**src/mm2a_pkg.sv**
```systemverilog
package mm2a_pkg;

    localparam logic [31:0] MIX_MUL     = 32'h5bd1e995;
    localparam int          MIX_SHIFT   = 24;
    localparam int          FIN_SHIFT_A = 13;
    localparam int          FIN_SHIFT_B = 15;
    localparam logic [2:0]  FULL_BYTES  = 3'd4;

    typedef enum logic [1:0] {
        KIND_BODY,
        KIND_LAST_FULL,
        KIND_LAST_PART
    } mm2a_kind_t;

    // One classified word on its way from the front end to the mixer
    typedef struct packed {
        logic [31:0] k;
        mm2a_kind_t  kind;
        logic [2:0]  incr;
    } mm2a_item_t;

endpackage

```
**src/mm2a_front.sv**
```systemverilog
module mm2a_front
    import mm2a_pkg::*;
(
    input  logic        s_valid,
    output logic        s_ready,
    input  logic [31:0] s_data_word,
    input  logic [2:0]  s_valid_bytes,
    input  logic        s_last_item,
    output logic        push_valid,
    input  logic        push_ready,
    output mm2a_item_t  push_item
);

    logic [2:0]  nbytes;
    logic [31:0] tail_mask;

    always_comb begin
        // clamp byte counts above a full word
        if (s_valid_bytes inside {[3'd4:3'd7]}) begin
            nbytes = FULL_BYTES;
        end else begin
            nbytes = s_valid_bytes;
        end

        case (nbytes[1:0])
            2'd0:    tail_mask = 32'h0000_0000;
            2'd1:    tail_mask = 32'h0000_00ff;
            2'd2:    tail_mask = 32'h0000_ffff;
            2'd3:    tail_mask = 32'h00ff_ffff;
            default: tail_mask = 32'h0000_0000;
        endcase

        if (!s_last_item) begin
            push_item.kind = KIND_BODY;
            push_item.incr = FULL_BYTES;
            push_item.k    = s_data_word;
        end else if (nbytes == FULL_BYTES) begin
            push_item.kind = KIND_LAST_FULL;
            push_item.incr = FULL_BYTES;
            push_item.k    = s_data_word;
        end else begin
            push_item.kind = KIND_LAST_PART;
            push_item.incr = nbytes;
            push_item.k    = s_data_word & tail_mask;
        end
    end

    assign push_valid = s_valid;
    assign s_ready    = push_ready;

endmodule

```
**src/mm2a_fifo.sv**
```systemverilog
module mm2a_fifo
    import mm2a_pkg::*;
#(
    parameter int DEPTH = 4
) (
    input  logic       aclk,
    input  logic       aresetn,
    input  logic       in_valid,
    output logic       in_ready,
    input  mm2a_item_t in_item,
    output logic       out_valid,
    input  logic       out_ready,
    output mm2a_item_t out_item
);

    localparam int PTR_W = $clog2(DEPTH);
    localparam int CNT_W = $clog2(DEPTH + 1);

    mm2a_item_t       mem_reg [DEPTH];
    logic [PTR_W-1:0] wr_ptr_reg, wr_ptr_next;
    logic [PTR_W-1:0] rd_ptr_reg, rd_ptr_next;
    logic [CNT_W-1:0] count_reg, count_next;
    logic             push, pop;

    assign in_ready  = (count_reg != CNT_W'(DEPTH));
    assign out_valid = (count_reg != '0);
    assign out_item  = mem_reg[rd_ptr_reg];
    assign push      = in_valid && in_ready;
    assign pop       = out_valid && out_ready;

    always_comb begin
        wr_ptr_next = wr_ptr_reg;
        rd_ptr_next = rd_ptr_reg;
        count_next  = count_reg;
        if (push) begin
            wr_ptr_next = (wr_ptr_reg == PTR_W'(DEPTH - 1)) ? '0 : wr_ptr_reg + 1'b1;
        end
        if (pop) begin
            rd_ptr_next = (rd_ptr_reg == PTR_W'(DEPTH - 1)) ? '0 : rd_ptr_reg + 1'b1;
        end
        if (push && !pop) begin
            count_next = count_reg + 1'b1;
        end else if (pop && !push) begin
            count_next = count_reg - 1'b1;
        end
    end

    always_ff @(posedge aclk) begin
        if (push) begin
            mem_reg[wr_ptr_reg] <= in_item;
        end
    end

    always_ff @(posedge aclk) begin
        if (!aresetn) begin
            wr_ptr_reg <= '0;
            rd_ptr_reg <= '0;
            count_reg  <= '0;
        end else begin
            wr_ptr_reg <= wr_ptr_next;
            rd_ptr_reg <= rd_ptr_next;
            count_reg  <= count_next;
        end
    end

`ifndef SYNTHESIS
    a_count_bound: assert property (@(posedge aclk) disable iff (!aresetn)
        count_reg <= CNT_W'(DEPTH))
        else $error("queue count beyond depth");

    a_pointer_gap: assert property (@(posedge aclk) disable iff (!aresetn)
        (count_reg == '0) |-> (wr_ptr_reg == rd_ptr_reg))
        else $error("empty queue with pointers apart");

    a_full_stalls: assert property (@(posedge aclk) disable iff (!aresetn)
        (count_reg == CNT_W'(DEPTH)) |-> !in_ready)
        else $error("full queue still ready");
`endif

endmodule

```
**src/mm2a_back.sv**
```systemverilog
module mm2a_back
    import mm2a_pkg::*;
(
    input  logic        aclk,
    input  logic        aresetn,
    input  logic        cfg_wr_en,
    input  logic [31:0] cfg_wr_data,
    input  logic        item_valid,
    output logic        item_ready,
    input  mm2a_item_t  item,
    output logic        m_valid,
    input  logic        m_ready,
    output logic [31:0] m_hash_value
);

    typedef enum logic [2:0] {
        ST_IDLE,
        ST_K1,
        ST_K2,
        ST_H,
        ST_FIN
    } state_t;

    typedef enum logic [1:0] {
        PH_BODY,
        PH_WORD,
        PH_TAIL,
        PH_LEN
    } phase_t;

    state_t      state_reg, state_next;
    phase_t      phase_reg, phase_next;
    logic [31:0] seed_reg, seed_next;
    logic [31:0] h_reg, h_next;
    logic [31:0] k_reg, k_next;
    logic [31:0] total_reg, total_next;
    logic        mid_reg, mid_next;
    logic        m_valid_reg, m_valid_next;
    logic [31:0] hash_reg, hash_next;
    logic [31:0] mul_a;
    logic [31:0] prod;

    // single shared multiplier, low word only
    assign prod = mul_a * MIX_MUL;

    always_comb begin
        state_next   = state_reg;
        phase_next   = phase_reg;
        seed_next    = cfg_wr_en ? cfg_wr_data : seed_reg;
        h_next       = h_reg;
        k_next       = k_reg;
        total_next   = total_reg;
        mid_next     = mid_reg;
        m_valid_next = m_valid_reg && !m_ready;
        hash_next    = hash_reg;
        item_ready   = 1'b0;
        mul_a        = k_reg;

        case (state_reg)
            ST_IDLE: begin
                item_ready = 1'b1;
                if (item_valid) begin
                    // first word of a message starts from the seed
                    h_next     = mid_reg ? h_reg : seed_reg;
                    k_next     = item.k;
                    total_next = total_reg + 32'(item.incr);
                    state_next = ST_K1;
                    case (item.kind)
                        KIND_BODY:      phase_next = PH_BODY;
                        KIND_LAST_FULL: phase_next = PH_WORD;
                        KIND_LAST_PART: phase_next = PH_TAIL;
                        default:        phase_next = PH_BODY;
                    endcase
                end
            end
            ST_K1: begin
                mul_a      = k_reg;
                k_next     = prod;
                state_next = ST_K2;
            end
            ST_K2: begin
                mul_a      = k_reg ^ (k_reg >> MIX_SHIFT);
                k_next     = prod;
                state_next = ST_H;
            end
            ST_H: begin
                mul_a  = h_reg;
                h_next = prod ^ k_reg;
                case (phase_reg)
                    PH_BODY: begin
                        mid_next   = 1'b1;
                        state_next = ST_IDLE;
                    end
                    PH_WORD: begin
                        k_next     = '0;
                        phase_next = PH_TAIL;
                        state_next = ST_K1;
                    end
                    PH_TAIL: begin
                        k_next     = total_reg;
                        phase_next = PH_LEN;
                        state_next = ST_K1;
                    end
                    PH_LEN: begin
                        state_next = ST_FIN;
                    end
                    default: begin
                        state_next = ST_IDLE;
                    end
                endcase
            end
            ST_FIN: begin
                mul_a = h_reg ^ (h_reg >> FIN_SHIFT_A);
                // hold until the output register is free
                if (!m_valid_reg || m_ready) begin
                    hash_next    = prod ^ (prod >> FIN_SHIFT_B);
                    m_valid_next = 1'b1;
                    mid_next     = 1'b0;
                    total_next   = '0;
                    state_next   = ST_IDLE;
                end
            end
            default: begin
                state_next = ST_IDLE;
            end
        endcase
    end

    always_ff @(posedge aclk) begin
        if (!aresetn) begin
            state_reg   <= ST_IDLE;
            phase_reg   <= PH_BODY;
            seed_reg    <= '0;
            total_reg   <= '0;
            mid_reg     <= 1'b0;
            m_valid_reg <= 1'b0;
        end else begin
            state_reg   <= state_next;
            phase_reg   <= phase_next;
            seed_reg    <= seed_next;
            total_reg   <= total_next;
            mid_reg     <= mid_next;
            m_valid_reg <= m_valid_next;
        end
        h_reg    <= h_next;
        k_reg    <= k_next;
        hash_reg <= hash_next;
    end

    assign m_valid      = m_valid_reg;
    assign m_hash_value = hash_reg;

`ifndef SYNTHESIS
    a_len_to_fin: assert property (@(posedge aclk) disable iff (!aresetn)
        (state_reg == ST_H && phase_reg == PH_LEN) |=> (state_reg == ST_FIN))
        else $error("length mix not followed by finalization");

    a_fin_emits: assert property (@(posedge aclk) disable iff (!aresetn)
        (state_reg == ST_FIN && (!m_valid_reg || m_ready))
        |=> (m_valid_reg && !mid_reg && total_reg == '0 && state_reg == ST_IDLE))
        else $error("finalization did not emit and clear message state");

    a_body_sets_mid: assert property (@(posedge aclk) disable iff (!aresetn)
        (state_reg == ST_H && phase_reg == PH_BODY) |=> (mid_reg && state_reg == ST_IDLE))
        else $error("body word did not mark the message as open");
`endif

endmodule

```
**src/murmur2a_stream_hash.sv**
```systemverilog
// Result: a last word with 0..3 bytes is masked and mixed as the tail; a last word with
// 4 bytes is mixed whole, then a zero tail; the byte total is mixed last, and the hash
// waits for a free output. Body words go through K1, K2 and H on the one shared 32x32
// multiplier (three multiplies per word), one word at a time; the queue absorbs short bursts.
// Reset: synchronous, active low; seed clears to 0, the queue empties, no result pending.
module murmur2a_stream_hash
    import mm2a_pkg::*;
#(
    parameter int QUEUE_DEPTH = 4
) (
    input  logic        aclk,
    input  logic        aresetn,
    input  logic        cfg_wr_en,
    input  logic [31:0] cfg_wr_data,
    input  logic        s_valid,
    output logic        s_ready,
    input  logic [31:0] s_data_word,
    input  logic [2:0]  s_valid_bytes,
    input  logic        s_last_item,
    output logic        m_valid,
    input  logic        m_ready,
    output logic [31:0] m_hash_value
);

    logic       push_valid, push_ready;
    mm2a_item_t push_item;
    logic       pop_valid, pop_ready;
    mm2a_item_t pop_item;

    mm2a_front u_front (
        .s_valid       (s_valid),
        .s_ready       (s_ready),
        .s_data_word   (s_data_word),
        .s_valid_bytes (s_valid_bytes),
        .s_last_item   (s_last_item),
        .push_valid    (push_valid),
        .push_ready    (push_ready),
        .push_item     (push_item)
    );

    mm2a_fifo #(
        .DEPTH (QUEUE_DEPTH)
    ) u_fifo (
        .aclk      (aclk),
        .aresetn   (aresetn),
        .in_valid  (push_valid),
        .in_ready  (push_ready),
        .in_item   (push_item),
        .out_valid (pop_valid),
        .out_ready (pop_ready),
        .out_item  (pop_item)
    );

    mm2a_back u_back (
        .aclk         (aclk),
        .aresetn      (aresetn),
        .cfg_wr_en    (cfg_wr_en),
        .cfg_wr_data  (cfg_wr_data),
        .item_valid   (pop_valid),
        .item_ready   (pop_ready),
        .item         (pop_item),
        .m_valid      (m_valid),
        .m_ready      (m_ready),
        .m_hash_value (m_hash_value)
    );

endmodule

```
**config.mk**
```make
export PLATFORM = sky130hd
export DESIGN_NAME = murmur2a_stream_hash
export DESIGN_NICKNAME = d
export VERILOG_FILES = /design/src/mm2a_pkg.sv /design/src/mm2a_front.sv /design/src/mm2a_fifo.sv /design/src/mm2a_back.sv /design/src/murmur2a_stream_hash.sv
export SDC_FILE = /design/constraint.sdc
export NUM_CORES = 1
export LEC_CHECK = 0
export ABC_AREA = 1
export ABC_CLOCK_PERIOD_IN_PS = 23000
export BUFFER_PORTS_ARGS = -buffer_cell sky130_fd_sc_hd__buf_2
export CAP_MARGIN = 20
export CORE_MARGIN = 3
export CORE_UTILIZATION = 55
export DETAILED_ROUTE_END_ITERATION = 10
export PLACE_DENSITY_LB_ADDON = 0.05
export REMOVE_ABC_BUFFERS = 1
export SETUP_SLACK_MARGIN = 0.5
export SLEW_MARGIN = 40
export SYNTH_ARGS = -nofsm -noshare
export SYNTH_HDL_FRONTEND = slang
export SYNTH_SLANG_ARGS = --single-unit
```
**constraint.sdc**
```tcl
create_clock -name aclk -period 23 [get_ports aclk]
set_clock_uncertainty 0.15 [all_clocks]
set_input_delay 2.3 -clock aclk [delete_from_list [all_inputs] [get_ports aclk]]
set_output_delay 2.3 -clock aclk [all_outputs]
set_load 0.01 [all_outputs]
```
==> flow_metrics.env, run 1 <==
export IMPL_path_class="reg2reg"
export IMPL_crit_required_ns=23.15
export IMPL_start_util_pct=56.3
export IMPL_placed_cell_area_sq_um=25100
export IMPL_syn_inst=2599
export IMPL_largest_register_ffs=148
export IMPL_rsz0062_at_grt="no"
export IMPL_cp_end_kind="flop"
export IMPL_place_congestion=0.932
export IMPL_synth_area_sq_um=23800
export IMPL_final_area_sq_um=26100
export IMPL_num_rows=75
export IMPL_ys_async_sr_fraction_pct=0
export IMPL_seq_area_frac_synth_pct=37.5
export IMPL_multi_input_area_sq_um=12600
export IMPL_n_antenna_cell=0
export IMPL_seq_area_sq_um=8930
export IMPL_layout_common_cells="559 x inv_1, 370 x nand2_1, 258 x nor2_1"
export IMPL_dr_pass1_iters=5
export IMPL_die_h_um=214
export IMPL_synth_edf_count=244
export IMPL_synth_warnings=0
export IMPL_grt_usage_pct=29.9
export IMPL_drive_gt1_share_pct=9.06
export IMPL_fmax_mhz=103
export IMPL_synth_seq_cells=324
export IMPL_path_clk_slew_ns=0.07
export IMPL_grt_pass1_wl_um=107000
export IMPL_post_drt_wl_per_cell_um=20.6
export IMPL_clockBufferDepth=3
export IMPL_start_kind="flop"
export IMPL_path_max_fanout=45
export IMPL_core_sq_um=42300
export IMPL_postCtsHoldBufs=0
export IMPL_grt_max_degree=54
export IMPL_io_buffers=106
export IMPL_ys_types=47
export IMPL_fin_nets=3182
export IMPL_htreeDepth=1
export IMPL_antenna_found_initial=0
export IMPL_cts_sinks=324
export IMPL_arrival_ns=9.85
export IMPL_nFillCells=3621
export IMPL_cts_tree="yes"
export IMPL_cts_made_buffers=30
export IMPL_final_common_cell="inv_1"
export IMPL_grt_overflow_total=0
export IMPL_fp_dieArea_sq_um=45800
export IMPL_run_status="complete, no violations"
export IMPL_num_vias=17911
export IMPL_worstHoldPathType="reg2reg"
export IMPL_fin_crit_ns=9.70
export IMPL_clk_latency_ns=0.57
export IMPL_first_iter_violations=1436
export IMPL_relSlewSlack_pct=42.1
export IMPL_post_cts_setup_buffers=0
export IMPL_clockRootBuffer="clkbuf_16"
export IMPL_maxCapViolations=0
export IMPL_cts_resized=0
export IMPL_ys_flop_type="edfxtp_1"
export IMPL_via_per_inst=5.42
export IMPL_drc=0
export IMPL_ant_nets=0
export IMPL_fin_hold_ws_ns=0.321
export IMPL_syn_avg_cell_area_sq_um=9.17
export IMPL_setup_tns_final_ns=0
export IMPL_grt_pass1_vias=18495
export IMPL_final_util_pct=61.6
export IMPL_final_hold_viol_count=0
export IMPL_tightest_slew_ns=0.865
export IMPL_ios=107
export IMPL_place_hpwl_um=52900
export IMPL_fin_crit_sh_pct=42.2
export IMPL_drt_total_wl_um=67900
export IMPL_syn_to_final_growth_pct=9.45
export IMPL_die_x_um=214
export IMPL_slew_viol_final=0
export IMPL_finalSetupViolCount=0
area by class of cell:
| class | instances | area share, % |
|---|---|---|
| clock buffers | 40 | 3.22 |
| clock inverters | 16 | 0.533 |
| inverters | 569 | 8.19 |
| multi-input cells | 1645 | 48.2 |
| flip-flops and latches | 324 | 34.2 |
| well taps | 577 | 2.77 |
| repair buffers | 133 | 2.81 |
cell families after synthesis:
group                      Yosys count  synth area share, %
xor gates and xnor gates            66                 2.43
and+or+nand+nor                    807                 14.4
buffers and inverters              630                 9.99
DFF                                324                 37.5
adders and majority gates          406                 27.0
AOI/OAI and AO/OA                  366                 8.67
metal layers:
metal / track usage [%] / vias up / routed length, um
li1: - / 8532 / -
met1: 39.3 / 8677 / 28100
met2: 52.3 / 563 / 33600
met3: 2.95 / 139 / 3580
met4: 10.2 / 0 / 2670
met5: 0 / - / 0
metrics by stage:
stage	std cells	setup WS (ns)
global route	3304	12.93
detailed placement	3248	13.46
finish	3304	13.30
floorplan	2538	14.97
global placement	3248	13.47
CTS	3304	13.41
cell usage after synthesis, drive strengths merged (3+ instances only):
| master | n | area share [%] |
|---|---|---|
| inv | 569 | 9.0 |
| nand2 | 378 | 6.1 |
| nor2 | 273 | 4.5 |
| edfxtp | 244 | 31 |
| ha | 225 | 12 |
| fa | 181 | 15 |
| o21ai | 181 | 3.8 |
| nand3 | 88 | 2.1 |
| dfxtp | 80 | 6.7 |
| a21oi | 71 | 1.5 |
| clkbuf | 51 | 0.80 |
| xor2 | 43 | 1.6 |
| o22ai | 36 | 0.95 |
| nor3 | 24 | 0.55 |
| xnor2 | 23 | 0.85 |
| a31oi | 20 | 0.53 |
| or2 | 18 | 0.47 |
| o211ai | 16 | 0.50 |
| a22oi | 13 | 0.41 |
| nand4 | 13 | 0.34 |
| buf | 10 | 0.22 |
| a211oi | 8 | 0.25 |
| nor4 | 6 | 0.16 |
| o21a | 5 | 0.16 |
| o21bai | 5 | 0.16 |
| a21o | 4 | 0.13 |
| nor3b | 4 | 0.15 |
| nand3b | 3 | 0.095 |
worst max-delay path: stages, from the launching register on:
cell and delay (ns):
dfxtp_1 0.38, inv_2 0.16, nand3_4 0.45, nand2_4 0.53, inv_2 0.17, a311oi_1 0.70
inv_1 0.54, fa_1 0.73, ha_1 0.17, inv_1 0.05, fa_1 0.42, fa_1 0.55
inv_1 0.06, fa_1 0.56, fa_1 0.44, fa_1 0.50, inv_1 0.05, fa_1 0.47
inv_1 0.04, ha_1 0.34, a21oi_1 0.34, o21ai_0 0.30, a21oi_1 0.19, nand3_1 0.19
xor2_1 0.62, or2_2 0.22, a31oi_1 0.06
path summary, 6_finish.rpt:
kind                                                        start  slack (ns)                                 to  cells after the start
worst max-delay path             u_back.state_reg[2]$_SDFFE_PN0P_       13.30         u_back.h_reg[25]$_DFFE_PP_                     26
worst min-delay path            u_back.total_reg[31]$_SDFFE_PN0P_        0.32  u_back.total_reg[31]$_SDFFE_PN0P_                      1
worst max register to register   u_back.state_reg[2]$_SDFFE_PN0P_       13.30         u_back.h_reg[25]$_DFFE_PP_                     26
worst min register to register  u_back.total_reg[31]$_SDFFE_PN0P_        0.32  u_back.total_reg[31]$_SDFFE_PN0P_                      1
Power of run 1 is left out: the tool's default activity adds up to more than one toggle a clock period on the data nets, which glitch-free logic cannot reach.
==> inputs of run 2 (changes only) <==
--- a/config.mk
+++ b/config.mk
@@ -6,7 +6,7 @@
 export NUM_CORES = 1
 export LEC_CHECK = 0
 export ABC_AREA = 1
-export ABC_CLOCK_PERIOD_IN_PS = 23000
+export ABC_CLOCK_PERIOD_IN_PS = 9550
 export BUFFER_PORTS_ARGS = -buffer_cell sky130_fd_sc_hd__buf_2
 export CAP_MARGIN = 20
 export CORE_MARGIN = 3
==> constraint.sdc (replaced) <==
create_clock -name aclk -period 9.55 [get_ports aclk]
set_clock_uncertainty 0.15 [all_clocks]
set_input_delay 0.955 -clock aclk [delete_from_list [all_inputs] [get_ports aclk]]
set_output_delay 0.955 -clock aclk [all_outputs]
set_load 0.01 [all_outputs]
==> flow_metrics.env, run 2 (synthesis gave the netlist of run 1 again) <==
export IMPL_num_vias=18015
export IMPL_num_rows=75
export IMPL_via_per_inst=5.43
export IMPL_arrival_ns=8.91
export IMPL_largest_register_ffs=148
export IMPL_slowest_stage="fa_1"
export IMPL_critical_path_buf_inv_count=13
export IMPL_die_h_um=214
export IMPL_seq_area_sq_um=8930
export IMPL_hold_depth=1
export IMPL_drive_gt1_share_pct=9.78
export IMPL_final_hold_viol_count=0
export IMPL_setup_tns_final_ns=0
export IMPL_cts_sinks=324
export IMPL_maxCapViolations=0
export IMPL_cpLargestDelayFamily="adder cells"
export IMPL_final_common_cell="inv_1"
export IMPL_grt_overflow_total=0
export IMPL_tightest_slew_ns=0.864
export IMPL_dp_cells=3261
export IMPL_nFillCells=3636
export IMPL_final_instance_count_excl_fill=3318
export IMPL_path_max_fanout=30
export IMPL_slew_viol_final=0
export IMPL_r2r_end="u_back.k_reg[26]$_DFFE_PP_"
export IMPL_drc=0
export IMPL_first_iter_violations=1305
export IMPL_ant_nets=0
export IMPL_clockBufferDepth=3
export IMPL_antenna_found_initial=0
export IMPL_ios=107
export IMPL_core_sq_um=42300
export IMPL_ff2ff_setup_slack_ns=0.88
export IMPL_fin_crit_sh_pct=90.7
export IMPL_grt_usage_pct=29.9
export IMPL_path_class="reg2reg"
export IMPL_io_buffers=106
export IMPL_cp_common_cell="inv_1"
export IMPL_place_hpwl_um=53900
export IMPL_fin_nets=3196
export IMPL_relSlewSlack_pct=41.8
export IMPL_rsz0062_at_grt="yes"
export IMPL_dr_pass1_iters=6
export IMPL_die_x_um=214
export IMPL_n_antenna_cell=0
export IMPL_drt_total_wl_um=69100
export IMPL_postCtsHoldBufs=0
export IMPL_grt_pass1_wl_um=106000
export IMPL_clk_latency_ns=0.57
export IMPL_hp_start="u_back.total_reg[31]$_SDFFE_PN0P_"
export IMPL_grt_max_degree=61
export IMPL_final_util_pct=62.2
export IMPL_start_kind="flop"
export IMPL_finalSetupViolCount=0
export IMPL_reg2reg_from="u_back.state_reg[2]$_SDFFE_PN0P_"
export IMPL_place_congestion=0.980
export IMPL_layout_common_cells="557 x inv_1, 370 x nand2_1, 258 x nor2_1"
export IMPL_syn_to_final_growth_pct=10.5
export IMPL_run_status="complete, no violations"
export IMPL_fp_dieArea_sq_um=45800
export IMPL_min_to="u_back.total_reg[31]$_SDFFE_PN0P_"
export IMPL_clockRootBuffer="clkbuf_16"
export IMPL_cts_tree="yes"
export IMPL_fmax_mhz=115
export IMPL_worstHoldPathType="reg2reg"
export IMPL_fin_crit_ns=8.67
export IMPL_ff2ff_path_depth=35
export IMPL_crit_required_ns=9.79
export IMPL_multi_input_area_sq_um=12600
export IMPL_post_drt_wl_per_cell_um=20.8
export IMPL_grt_pass1_vias=18181
export IMPL_start_util_pct=56.3
export IMPL_critPathMaxStageDelay_ns=0.54
export IMPL_cts_made_buffers=31
export IMPL_htreeDepth=1
export IMPL_cp_end_kind="flop"
export IMPL_path_clk_slew_ns=0.07
[run 2: cell count changes in the layout (fill, tap and decap cells not counted), sizes merged]
| cell | previous run | this run |
|---|---|---|
| buf | 133 | 146 |
| clkbuf | 40 | 31 |
| bufinv | 2 | 8 |
| inv | 570 | 574 |
| clkinv | 10 | 13 |
| clkinvlp | 3 | 0 |
[run 2: worst reg2reg max path, delay by kind of cell, from the launching register on]
| family | cells | cell delay [ns] |
|---|---|---|
| simple gates | 9 | 1.00 |
| fa+ha+maj | 9 | 3.93 |
| buf+inv | 13 | 1.86 |
| flops | 1 | 0.39 |
| xor+xnor | 1 | 0.54 |
| compound gates | 3 | 0.63 |
[run 2: worst max path at each step]
stage | slack, ns | end | cells after the start | start
final | 0.88 | u_back.k_reg[26]$_DFFE_PP_ | 35 | u_back.state_reg[2]$_SDFFE_PN0P_
after global routing | 0.49 | u_back.h_reg[24]$_DFFE_PP_ | 36 | u_back.state_reg[1]$_SDFFE_PN0P_
after detailed placement | 0.80 | u_back.h_reg[24]$_DFFE_PP_ | 36 | u_back.state_reg[1]$_SDFFE_PN0P_
after global placement | 0.92 | u_back.h_reg[24]$_DFFE_PP_ | 36 | u_back.state_reg[1]$_SDFFE_PN0P_
after CTS | 0.74 | u_back.h_reg[24]$_DFFE_PP_ | 36 | u_back.state_reg[1]$_SDFFE_PN0P_
after floorplan | 1.52 | u_back.h_reg[30]$_DFFE_PP_ | 29 | u_back.state_reg[1]$_SDFFE_PN0P_
[run 2: layout make-up]
type,instances,area share [%]
timing repair buffer,146,3.16
tap,577,2.74
clock buffer,31,2.95
inverter,569,8.11
multi-input combinational,1645,47.8
sequential,324,33.9
clock inverter,26,1.34
[run 2: repair_timing]
item	4_1_cts	5_1_grt
endpoints found under the setup margin	0	11
buffers inserted	0	0
resized for setup	0	3
[run 2: through the flow]
step	instance area, sq um	hold WS [ns]	worst slack, ns
floorplan	23600	0.274	1.52
global placement	25200	0.299	0.919
global route	26300	0.350	0.493
finish	26300	0.329	0.885
CTS	26300	0.315	0.737
detailed placement	25200	0.303	0.797
[run 2: per-layer routing]
metal	track usage, %	vias to the layer above	wire, um
met1	39.0	8812	28800
met3	2.07	117	3000
met5	0	-	0
met4	10.6	0	2710
met2	53.2	515	34500
li1	-	8571	-
Power of run 2 is left out for the same reason.
